--- src/rtl/core/wsg_pkg.sv ---
// Shared types, codes and constants for the waveform sample generator.
package wsg_pkg;

  // Waveform select codes carried in the cmd field.
  localparam logic [1:0] CMD_TRI   = 2'd0;
  localparam logic [1:0] CMD_SINE  = 2'd1;
  localparam logic [1:0] CMD_NOISE = 2'd2;
  localparam logic [1:0] CMD_NONE  = 2'd3;

  // Shortest usable cycle lengths for the periodic waves.
  localparam logic [7:0] TRI_MIN_CYCLE  = 8'd4;
  localparam logic [7:0] SINE_MIN_CYCLE = 8'd2;

  // Noise generator constants.
  localparam logic [31:0] NOISE_SEED    = 32'h1234_5678;
  localparam int          NOISE_SHIFT_A = 13;
  localparam int          NOISE_SHIFT_B = 17;
  localparam int          NOISE_SHIFT_C = 5;
  localparam logic [7:0]  NOISE_SCALE   = 8'd127;

  // Sine shaping: x runs over 256 steps centered on 128, x*x*A is scaled by 2^14.
  localparam logic signed [9:0] SINE_CENTER = 10'sd128;
  localparam int                SINE_SHIFT  = 14;

  // Divider geometry.
  localparam int DIV_W   = 16;
  localparam int DVS_W   = 8;
  localparam int DIV_CNT_W = $clog2(DIV_W);

  // Region codes kept after the phase is known.
  localparam logic [1:0] SEG_RISE = 2'd0;
  localparam logic [1:0] SEG_FALL = 2'd1;
  localparam logic [1:0] SEG_TAIL = 2'd2;

  typedef struct packed {
    logic [1:0] cmd;
    logic [15:0] position;
    logic [7:0] cycle_length;
    logic [6:0] amplitude;
  } wsg_in_t;

  typedef struct packed {
    logic signed [7:0] sample;
    logic bad_cycle;
  } wsg_out_t;

  typedef enum logic [3:0] {
    ST_IDLE,
    ST_DECIDE,
    ST_MOD_WAIT,
    ST_NOISE,
    ST_PREP,
    ST_WAVE_START,
    ST_WAVE_WAIT,
    ST_SQUARE,
    ST_SCALE,
    ST_OUT
  } wsg_state_t;

  typedef enum logic {
    DIV_MOD,
    DIV_WAVE
  } wsg_div_sel_t;

  typedef struct packed {
    logic         load;
    logic         div_start;
    wsg_div_sel_t div_sel;
    logic         cap_mod;
    logic         noise_step;
    logic         prep;
    logic         cap_quo;
    logic         square;
    logic         scale;
    logic         out_load;
  } wsg_ctrl_t;

  typedef struct packed {
    logic [1:0] cmd;
    logic       bad;
    logic       div_done;
    logic       out_free;
  } wsg_status_t;

endpackage

--- src/rtl/core/waveform_sample_generator_top.sv ---
// Requests are taken one at a time and in order: a new request is accepted only after the
// previous one has been sequenced into the result register.
// Periodic waves wait twice on the shared one-bit-per-cycle divider: one division
// for the phase (position modulo cycle length), one for the wave value. Noise skips it.
// Reset (rst, synchronous, active high) idles the sequencer, empties the result register
// and reloads the noise register with its seed.
module waveform_sample_generator_top (
  input  logic              clk,
  input  logic              rst,
  input  logic              in_valid,
  output logic              in_stall,
  input  wsg_pkg::wsg_in_t  in_data,
  output logic              out_valid,
  input  logic              out_stall,
  output wsg_pkg::wsg_out_t out_data
);

  // Commands from the sequencer and the status it steers by.
  wsg_pkg::wsg_ctrl_t   ctrl;
  wsg_pkg::wsg_status_t status;

  // The sequencer takes one request at a time. It may take the next request while the
  // previous result still waits in the output register, and only holds in its final
  // state when that register is still full and stalled.
  wsg_ctrl u_ctrl (
    .clk      (clk),
    .rst      (rst),
    .in_valid (in_valid),
    .in_stall (in_stall),
    .status   (status),
    .ctrl     (ctrl)
  );

  // The datapath holds the request, the divider, the small multipliers, the noise
  // register and the result register.
  wsg_datapath u_dp (
    .clk       (clk),
    .rst       (rst),
    .in_data   (in_data),
    .ctrl      (ctrl),
    .status    (status),
    .out_valid (out_valid),
    .out_stall (out_stall),
    .out_data  (out_data)
  );

endmodule

--- src/rtl/core/wsg_divider.sv ---
// Radix-2 restoring divider, 16-bit dividend by 8-bit divisor, one bit per cycle.
module wsg_divider (
  input  logic                        clk,
  input  logic                        rst,
  input  logic                        start,
  input  logic [wsg_pkg::DIV_W-1:0]   dividend,
  input  logic [wsg_pkg::DVS_W-1:0]   divisor,
  output logic                        done,
  output logic [wsg_pkg::DIV_W-1:0]   quotient,
  output logic [wsg_pkg::DVS_W-1:0]   remainder
);

  logic                          busy;
  logic [wsg_pkg::DIV_CNT_W-1:0] cnt;
  logic [wsg_pkg::DIV_W-1:0]     quo;
  logic [wsg_pkg::DVS_W-1:0]     rem;
  logic [wsg_pkg::DVS_W-1:0]     dvs;
  logic [wsg_pkg::DVS_W:0]       trial;
  logic                          ge;
  logic [wsg_pkg::DVS_W-1:0]     rem_next;

  // Shift in the next dividend bit and subtract when the divisor fits.
  always_comb begin
    trial    = {rem, quo[wsg_pkg::DIV_W-1]};
    ge       = (trial >= {1'b0, dvs});
    rem_next = ge ? wsg_pkg::DVS_W'(trial - {1'b0, dvs}) : trial[wsg_pkg::DVS_W-1:0];
  end

  always_ff @(posedge clk) begin
    if (rst) begin
      busy <= 1'b0;
      done <= 1'b0;
      cnt  <= '0;
    end else begin
      done <= 1'b0;
      if (start) begin
        busy <= 1'b1;
        cnt  <= '0;
        quo  <= dividend;
        rem  <= '0;
        dvs  <= divisor;
      end else if (busy) begin
        rem <= rem_next;
        quo <= {quo[wsg_pkg::DIV_W-2:0], ge};
        cnt <= cnt + 1'b1;
        if (cnt == wsg_pkg::DIV_CNT_W'(wsg_pkg::DIV_W - 1)) begin
          busy <= 1'b0;
          done <= 1'b1;
        end
      end
    end
  end

  assign quotient  = quo;
  assign remainder = rem;

endmodule

--- src/rtl/core/wsg_datapath.sv ---
// Datapath: request registers, phase and wave arithmetic, noise register, result register.
module wsg_datapath (
  input  logic                 clk,
  input  logic                 rst,
  input  wsg_pkg::wsg_in_t     in_data,
  input  wsg_pkg::wsg_ctrl_t   ctrl,
  output wsg_pkg::wsg_status_t status,
  output logic                 out_valid,
  input  logic                 out_stall,
  output wsg_pkg::wsg_out_t    out_data
);

  logic [1:0]  cmd_r;
  logic [15:0] pos_r;
  logic [7:0]  cl_r;
  logic [6:0]  amp_r;
  logic        bad_r;
  logic [7:0]  p_r;
  logic [1:0]  seg_r;
  logic [15:0] num_r;
  logic [7:0]  den_r;
  logic [8:0]  quo_r;
  logic [14:0] sq_r;
  logic [20:0] prod_r;
  logic [31:0] noise_state;

  logic                        div_start;
  logic [wsg_pkg::DIV_W-1:0]   div_dividend;
  logic [wsg_pkg::DVS_W-1:0]   div_divisor;
  logic                        div_done;
  logic [wsg_pkg::DIV_W-1:0]   div_quotient;
  logic [wsg_pkg::DVS_W-1:0]   div_remainder;

  logic [31:0] ns1, ns2, ns3;
  logic [7:0]  q_len, h_len, q3_len;
  logic [7:0]  base, mag, mul_in;
  logic [15:0] mul_out;
  logic [15:0] noise_sum;
  logic [8:0]  noise_quo;
  logic [1:0]  seg_next;
  logic [15:0] num_next;
  logic [7:0]  den_next;
  logic signed [9:0]  x;
  logic signed [19:0] sq_full;
  logic [7:0]  amp8, q8, sine_v, sample_next;
  logic        bad_next;

  assign div_start    = ctrl.div_start;
  assign div_dividend = (ctrl.div_sel == wsg_pkg::DIV_MOD) ? pos_r : num_r;
  assign div_divisor  = (ctrl.div_sel == wsg_pkg::DIV_MOD) ? cl_r : den_r;

  wsg_divider u_div (
    .clk       (clk),
    .rst       (rst),
    .start     (div_start),
    .dividend  (div_dividend),
    .divisor   (div_divisor),
    .done      (div_done),
    .quotient  (div_quotient),
    .remainder (div_remainder)
  );

  // Xorshift step of the noise register.
  always_comb begin
    ns1 = noise_state ^ (noise_state << wsg_pkg::NOISE_SHIFT_A);
    ns2 = ns1 ^ (ns1 >> wsg_pkg::NOISE_SHIFT_B);
    ns3 = ns2 ^ (ns2 << wsg_pkg::NOISE_SHIFT_C);
  end

  assign bad_next = ((in_data.cmd == wsg_pkg::CMD_TRI) &&
                     (in_data.cycle_length < wsg_pkg::TRI_MIN_CYCLE)) ||
                    ((in_data.cmd == wsg_pkg::CMD_SINE) &&
                     (in_data.cycle_length < wsg_pkg::SINE_MIN_CYCLE));

  // Pick the segment, the dividend and the divisor of the wave division.
  always_comb begin
    q_len  = {2'b00, cl_r[7:2]};
    h_len  = {1'b0, cl_r[7:1]};
    q3_len = q_len + {q_len[6:0], 1'b0};
    mag    = noise_state[7] ? 8'(-noise_state[7:0]) : noise_state[7:0];
    base     = p_r;
    seg_next = wsg_pkg::SEG_RISE;
    if (cmd_r == wsg_pkg::CMD_SINE) begin
      if (p_r >= h_len) begin
        base     = p_r - h_len;
        seg_next = wsg_pkg::SEG_FALL;
      end
    end else if (p_r >= q3_len) begin
      base     = p_r - q3_len;
      seg_next = wsg_pkg::SEG_TAIL;
    end else if (p_r >= q_len) begin
      base     = p_r - q_len;
      seg_next = wsg_pkg::SEG_FALL;
    end
    mul_in  = (cmd_r == wsg_pkg::CMD_NOISE) ? mag : base;
    mul_out = {8'b0, mul_in} * {9'b0, amp_r};
    case (cmd_r)
      wsg_pkg::CMD_TRI: begin
        num_next = mul_out;
        den_next = q_len;
      end
      wsg_pkg::CMD_SINE: begin
        num_next = {base, 8'h00};
        den_next = h_len;
      end
      wsg_pkg::CMD_NOISE: begin
        num_next = mul_out;
        den_next = wsg_pkg::NOISE_SCALE;
        seg_next = {1'b0, noise_state[7]};
      end
      default: begin
        num_next = '0;
        den_next = wsg_pkg::NOISE_SCALE;
      end
    endcase
  end

  // Noise magnitude divided by 127: for products up to 128*127, (v + v/128 + 1)/128 is exact.
  assign noise_sum = mul_out + {7'b0, mul_out[15:7]} + 16'd1;
  assign noise_quo = noise_sum[15:7];

  assign x       = $signed({1'b0, quo_r}) - wsg_pkg::SINE_CENTER;
  assign sq_full = x * x;

  // Final value, kept to its low eight bits.
  always_comb begin
    amp8   = {1'b0, amp_r};
    q8     = quo_r[7:0];
    sine_v = amp8 - {1'b0, prod_r[wsg_pkg::SINE_SHIFT +: 7]};
    case (cmd_r)
      wsg_pkg::CMD_TRI: begin
        case (seg_r)
          wsg_pkg::SEG_RISE: sample_next = q8;
          wsg_pkg::SEG_FALL: sample_next = amp8 - q8;
          default:           sample_next = q8 - amp8;
        endcase
      end
      wsg_pkg::CMD_SINE:  sample_next = (seg_r == wsg_pkg::SEG_FALL) ? 8'(-sine_v) : sine_v;
      wsg_pkg::CMD_NOISE: sample_next = seg_r[0] ? 8'(-q8) : q8;
      default:            sample_next = '0;
    endcase
    if (bad_r) begin
      sample_next = '0;
    end
  end

  always_ff @(posedge clk) begin
    if (ctrl.load) begin
      cmd_r <= in_data.cmd;
      pos_r <= in_data.position;
      cl_r  <= in_data.cycle_length;
      amp_r <= in_data.amplitude;
      bad_r <= bad_next;
    end
    if (ctrl.cap_mod) begin
      p_r <= div_remainder;
    end
    if (ctrl.prep) begin
      seg_r <= seg_next;
      num_r <= num_next;
      den_r <= den_next;
    end
    if (ctrl.cap_quo) begin
      quo_r <= (cmd_r == wsg_pkg::CMD_NOISE) ? noise_quo : div_quotient[8:0];
    end
    if (ctrl.square) begin
      sq_r <= sq_full[14:0];
    end
    if (ctrl.scale) begin
      prod_r <= {6'b0, sq_r} * {14'b0, amp_r};
    end
    if (ctrl.out_load) begin
      out_data.sample    <= sample_next;
      out_data.bad_cycle <= bad_r;
    end
  end

  always_ff @(posedge clk) begin
    if (rst) begin
      noise_state <= wsg_pkg::NOISE_SEED;
      out_valid   <= 1'b0;
    end else begin
      if (ctrl.noise_step) begin
        noise_state <= ns3;
      end
      if (ctrl.out_load) begin
        out_valid <= 1'b1;
      end else if (out_valid && !out_stall) begin
        out_valid <= 1'b0;
      end
    end
  end

  assign status.cmd      = cmd_r;
  assign status.bad      = bad_r;
  assign status.div_done = div_done;
  assign status.out_free = !out_valid || !out_stall;

endmodule

--- src/rtl/core/wsg_ctrl.sv ---
// Controller state machine that sequences one request through the datapath.
module wsg_ctrl (
  input  logic                 clk,
  input  logic                 rst,
  input  logic                 in_valid,
  output logic                 in_stall,
  input  wsg_pkg::wsg_status_t status,
  output wsg_pkg::wsg_ctrl_t   ctrl
);

  wsg_pkg::wsg_state_t state, state_next;

  always_ff @(posedge clk) begin
    if (rst) begin
      state <= wsg_pkg::ST_IDLE;
    end else begin
      state <= state_next;
    end
  end

  always_comb begin
    state_next = state;
    ctrl       = '0;
    ctrl.div_sel = wsg_pkg::DIV_MOD;
    in_stall   = 1'b1;
    case (state)
      wsg_pkg::ST_IDLE: begin
        in_stall = 1'b0;
        if (in_valid) begin
          ctrl.load  = 1'b1;
          state_next = wsg_pkg::ST_DECIDE;
        end
      end
      wsg_pkg::ST_DECIDE: begin
        if (status.bad || (status.cmd == wsg_pkg::CMD_NONE)) begin
          state_next = wsg_pkg::ST_OUT;
        end else if (status.cmd == wsg_pkg::CMD_NOISE) begin
          state_next = wsg_pkg::ST_NOISE;
        end else begin
          ctrl.div_start = 1'b1;
          state_next     = wsg_pkg::ST_MOD_WAIT;
        end
      end
      wsg_pkg::ST_MOD_WAIT: begin
        if (status.div_done) begin
          ctrl.cap_mod = 1'b1;
          state_next   = wsg_pkg::ST_PREP;
        end
      end
      wsg_pkg::ST_NOISE: begin
        ctrl.noise_step = 1'b1;
        state_next      = wsg_pkg::ST_PREP;
      end
      wsg_pkg::ST_PREP: begin
        ctrl.prep = 1'b1;
        if (status.cmd == wsg_pkg::CMD_NOISE) begin
          ctrl.cap_quo = 1'b1;
          state_next   = wsg_pkg::ST_OUT;
        end else begin
          state_next = wsg_pkg::ST_WAVE_START;
        end
      end
      wsg_pkg::ST_WAVE_START: begin
        ctrl.div_start = 1'b1;
        ctrl.div_sel   = wsg_pkg::DIV_WAVE;
        state_next     = wsg_pkg::ST_WAVE_WAIT;
      end
      wsg_pkg::ST_WAVE_WAIT: begin
        if (status.div_done) begin
          ctrl.cap_quo = 1'b1;
          state_next   = (status.cmd == wsg_pkg::CMD_SINE) ? wsg_pkg::ST_SQUARE
                                                           : wsg_pkg::ST_OUT;
        end
      end
      wsg_pkg::ST_SQUARE: begin
        ctrl.square = 1'b1;
        state_next  = wsg_pkg::ST_SCALE;
      end
      wsg_pkg::ST_SCALE: begin
        ctrl.scale = 1'b1;
        state_next = wsg_pkg::ST_OUT;
      end
      wsg_pkg::ST_OUT: begin
        if (status.out_free) begin
          ctrl.out_load = 1'b1;
          state_next    = wsg_pkg::ST_IDLE;
        end
      end
      default: begin
        state_next = wsg_pkg::ST_IDLE;
      end
    endcase
  end

endmodule

--- config.mk ---
export PLATFORM = sky130hd
export DESIGN_NAME = waveform_sample_generator_top
export DESIGN_NICKNAME = d
export VERILOG_FILES = /design/src/rtl/core/wsg_pkg.sv /design/src/rtl/core/waveform_sample_generator_top.sv /design/src/rtl/core/wsg_divider.sv /design/src/rtl/core/wsg_datapath.sv /design/src/rtl/core/wsg_ctrl.sv
export SDC_FILE = /design/constraint.sdc
export NUM_CORES = 1
export LEC_CHECK = 0
export BUFFER_PORTS_ARGS = -buffer_cell sky130_fd_sc_hd__buf_4
export CORE_ASPECT_RATIO = 1.2
export CORE_UTILIZATION = 45
export DETAILED_ROUTE_END_ITERATION = 10
export GPL_ROUTABILITY_DRIVEN = 1
export PLACE_DENSITY = 0.66
export SLEW_MARGIN = 20
export SYNTH_ARGS = -nofsm -noshare
export SYNTH_HDL_FRONTEND = slang
export SYNTH_HIERARCHICAL = 1
export SYNTH_SLANG_ARGS = --single-unit
--- constraint.sdc ---
create_clock -name clk -period 12.9 [get_ports clk]
set_input_delay 1.935 -clock clk [delete_from_list [all_inputs] [get_ports clk]]
set_output_delay 1.935 -clock clk [all_outputs]
set_load 0.005 [all_outputs]
==> impl_metrics.yaml <==
die:
  ioPinCount: 48
  die_x_um: 186
  start_util: 0.459
  die_h_um: 223
  dieArea_mm2: 0.0415
  rows: 80
  core-area_mm2: 0.0399
detailed_routing:
  drc: 0
  firstDrtPassIters: 6
  met3_wirelength_um: 1610
  wl_met2_um: 22700
  viasPerCell: 5.45
  routed.top_layer: "met4"
  wl_per_cell_um: 17.6
  wl_um: 43500
  ant_nets: 0
  drt_iter0_drc: 827
  wl_met1_um: 18000
  vias: 13500
logic_synthesis:
  synth_compound_area_frac: 0.128
  yosys-top-cells-area: "edfxtp_1 (23%), fa_1 (16%), ha_1 (12%), inv_1 (4.8%), xnor2_1 (4.7%)"
  synth_area_mm2: 0.0183
  yosysTopAreaCell: "edfxtp_1"
  synth_simple_gate_area_share: 0.143
  synthMuxAreaShare: 0.0259
  synth_xor_area_frac: 0.0796
  yosysTopAreaCellShare: 0.226
  synthAdderAreaFrac: 0.286
  synth-edff-count: 138
  ys_ff_latch: 181
  yosysWarnings: 6
  yosysSeqAreaShare: 0.273
  synthFlopType: "edfxtp_1"
  async_reset_ff_frac: 0
  synth_top_family_by_area: "adder cells"
  syn_inst: 1912
  yosys.cell_types.count: 94
  syn_area_per_cell_um2: 9.59
worst_setup_path:
  end_kind: "flip-flop"
  rr_startpoint: "u_dp/cl_r[3]$_DFFE_PP_"
  slowest_delay_ns: 0.68
  rr_worst_depth: 37
  r2r_end: "u_dp/quo_r[0]$_DFFE_PP_"
  slowest_stage: "a2111oi_0"
  r2r_slack_ns: 2.96
  critPathLaunchType: "flip-flop"
  crit_type: "flip-flop to flip-flop"
  arrival_ns: 10.15
  cpMostUsedCell: "a21oi_1"
  crit_required_ns: 13.10
  cp_max_fo: 18
min_path:
  hold_end: "u_dp/p_r[4]$_DFFE_PP_"
  hold_path.class: "flip-flop to flip-flop"
  hold_depth: 0
  hp-start: "u_dp/u_div/remainder[4]$_SDFFCE_PP0P_"
timing:
  hold_violations: 0
  rsz0062_at_grt: "false"
  fin_skew_ns: 0.0155
  worst_pin_slew_ns: 0.976
  min_period_over_period: 0.771
  setup_viol_count_final: 0
  relSlewSlack: 0.350
  fmax_mhz: 101
  finalMaxSlewViolations: 0
  setup-tns-final_ns: 0
  period_needed_ns: 9.94
clock_network:
  hold_buffers: 0
  clk_latency_ns: 0.47
  cts_resized: 0
  postCtsSetupRepairBufs: 0
  clockRootBuffer: "clkbuf_16"
  clkTransAtPathRegs_ns: 0.08
  htree_num_levels: 4
  cts_buffers: 17
  clkSinkCount: 181
  cts_tree: "built"
  clockBufferDepth: 2
grt:
  overflow: 0
  track_usage: 0.219
  grt_max_degree: 46
  grt_pass1_vias: 13900
  grt_pass1_wl_um: 70500
  antenna_found_initial: 0
layout:
  multi_input_area_mm2: 0.0122
  n_fill_cell: 3703
  seq_area_mm2: 0.00500
  diodes: 0
  num-nets-final: 2296
  drive_gt1_frac: 0.0942
  area_growth_pct: 8.34
run:
  maxCapViolCount: 0
placed_design:
  hpwl_um: 33400
  io_buffers: 47
  place_congestion: 0.945
run_status:
  status: "completed"
flip-flops by register name, summed over array words and instances (netlist names), 7 cells and up:
register              flops
u_dp/u_div/quotient      16
u_dp/cl_r                 8
u_dp/out_data             9
u_dp/u_div/dvs            8
u_dp/num_r               16
u_dp/sq_r                14
u_dp/noise_state         32
u_dp/amp_r                7
u_dp/den_r                7
u_dp/prod_r               7
u_dp/p_r                  8
u_dp/quo_r                9
u_dp/u_div/remainder      8
u_dp/pos_r               16
synthesized netlist by cell type (7+ instances only):
library cell and number:
dfxtp_1 43, and3_1 17, nor2b_1 19, nand4_1 7
a211oi_1 12, and2_1 74, nand2b_1 19, a21oi_1 89
inv_1 236, o21bai_1 16, fa_1 148, nand2_1 177
mux2_2 35, nor2_1 151, nor3_1 29, o21a_1 12
edfxtp_1 138, xnor2_1 99, or3_1 10, clkbuf_1 55
o31ai_1 10, nand3_1 21, a21o_1 35, o22ai_1 7
ha_1 182, o21ai_0 48, a22oi_1 10, mux2i_1 8
a31oi_1 10, xor2_1 62
cells by family after synthesis:
kind of cell | after synthesis
compound gates | 331
xor+xnor | 164
fa+ha+maj | 330
buf+inv | 310
flops | 181
mux | 43
other cells | 1
simple gates | 552
routing by layer:
metal,vias to the layer above,GRT usage
met5,-,0
met4,0,0.0828
met3,77,0.0266
met2,315,0.395
met1,6627,0.263
li1,6470,-
layout make-up:
| cell class | instances | area share |
|---|---|---|
| timing repair buffer | 65 | 0.0246 |
| clock inverter | 15 | 0.0101 |
| inverter | 242 | 0.0457 |
| multi-input combinational | 1422 | 0.612 |
| tap | 533 | 0.0336 |
| clock buffer | 17 | 0.0214 |
| sequential | 181 | 0.252 |
critical path: cells and delay by family (launching register included):
family,cells,cell delay [ns]
DFF,1,0.49
buffers and inverters,5,0.43
xor gates and xnor gates,3,0.55
AOI/OAI and AO/OA,13,3.18
adders and majority gates,8,3.41
and+or+nand+nor,8,1.56
layout by cell type (no fill, tap or decap), drive strengths merged, types with 54 or more instances in the layout:
cell type and count:
xor2 63, ha 182, fa 148, o21ai 54
buf 65, nor2 151, and2 74, nand2 177
a21oi 92, inv 248, xnor2 101, edfxtp 138
stage by stage:
| stage | instances | instance area, um^2 | hold slack (ns) | utilization | setup WS, ns |
|---|---|---|---|---|---|
| 6_report | 2475 | 19900 | 0.508 | 0.497 | 2.96 |
| 5_1_grt | 2475 | 19900 | 0.527 | 0.497 | 2.33 |
| 4_1_cts | 2475 | 19900 | 0.510 | 0.497 | 3.07 |
| 3_5_place_dp | 2443 | 19200 | 0.490 | 0.481 | 3.10 |
| 3_3_place_gp | 2443 | 19200 | 0.481 | 0.481 | 3.28 |
| 2_1_floorplan | 1913 | 18300 | 0.448 | - | 3.95 |
how the worst max path moves through the flow:
| stage | endpoint | from | cells after the start | slack [ns] |
|---|---|---|---|---|
| final | u_dp/quo_r[0]$_DFFE_PP_ | u_dp/cl_r[3]$_DFFE_PP_ | 37 | 2.96 |
| after global routing | u_dp/quo_r[0]$_DFFE_PP_ | u_dp/cl_r[3]$_DFFE_PP_ | 39 | 2.33 |
| after CTS | u_dp/quo_r[5]$_DFFE_PP_ | u_dp/cl_r[3]$_DFFE_PP_ | 39 | 3.07 |
| after detailed placement | u_dp/quo_r[5]$_DFFE_PP_ | u_dp/cl_r[3]$_DFFE_PP_ | 39 | 3.10 |
| after global placement | u_dp/quo_r[6]$_DFFE_PP_ | u_dp/cl_r[3]$_DFFE_PP_ | 39 | 3.28 |
| after floorplan | u_dp/quo_r[5]$_DFFE_PP_ | u_dp/cl_r[3]$_DFFE_PP_ | 40 | 3.95 |
Power is not shown: default switching activity piles up to over one toggle a cycle in this logic, so the estimate is an artifact.
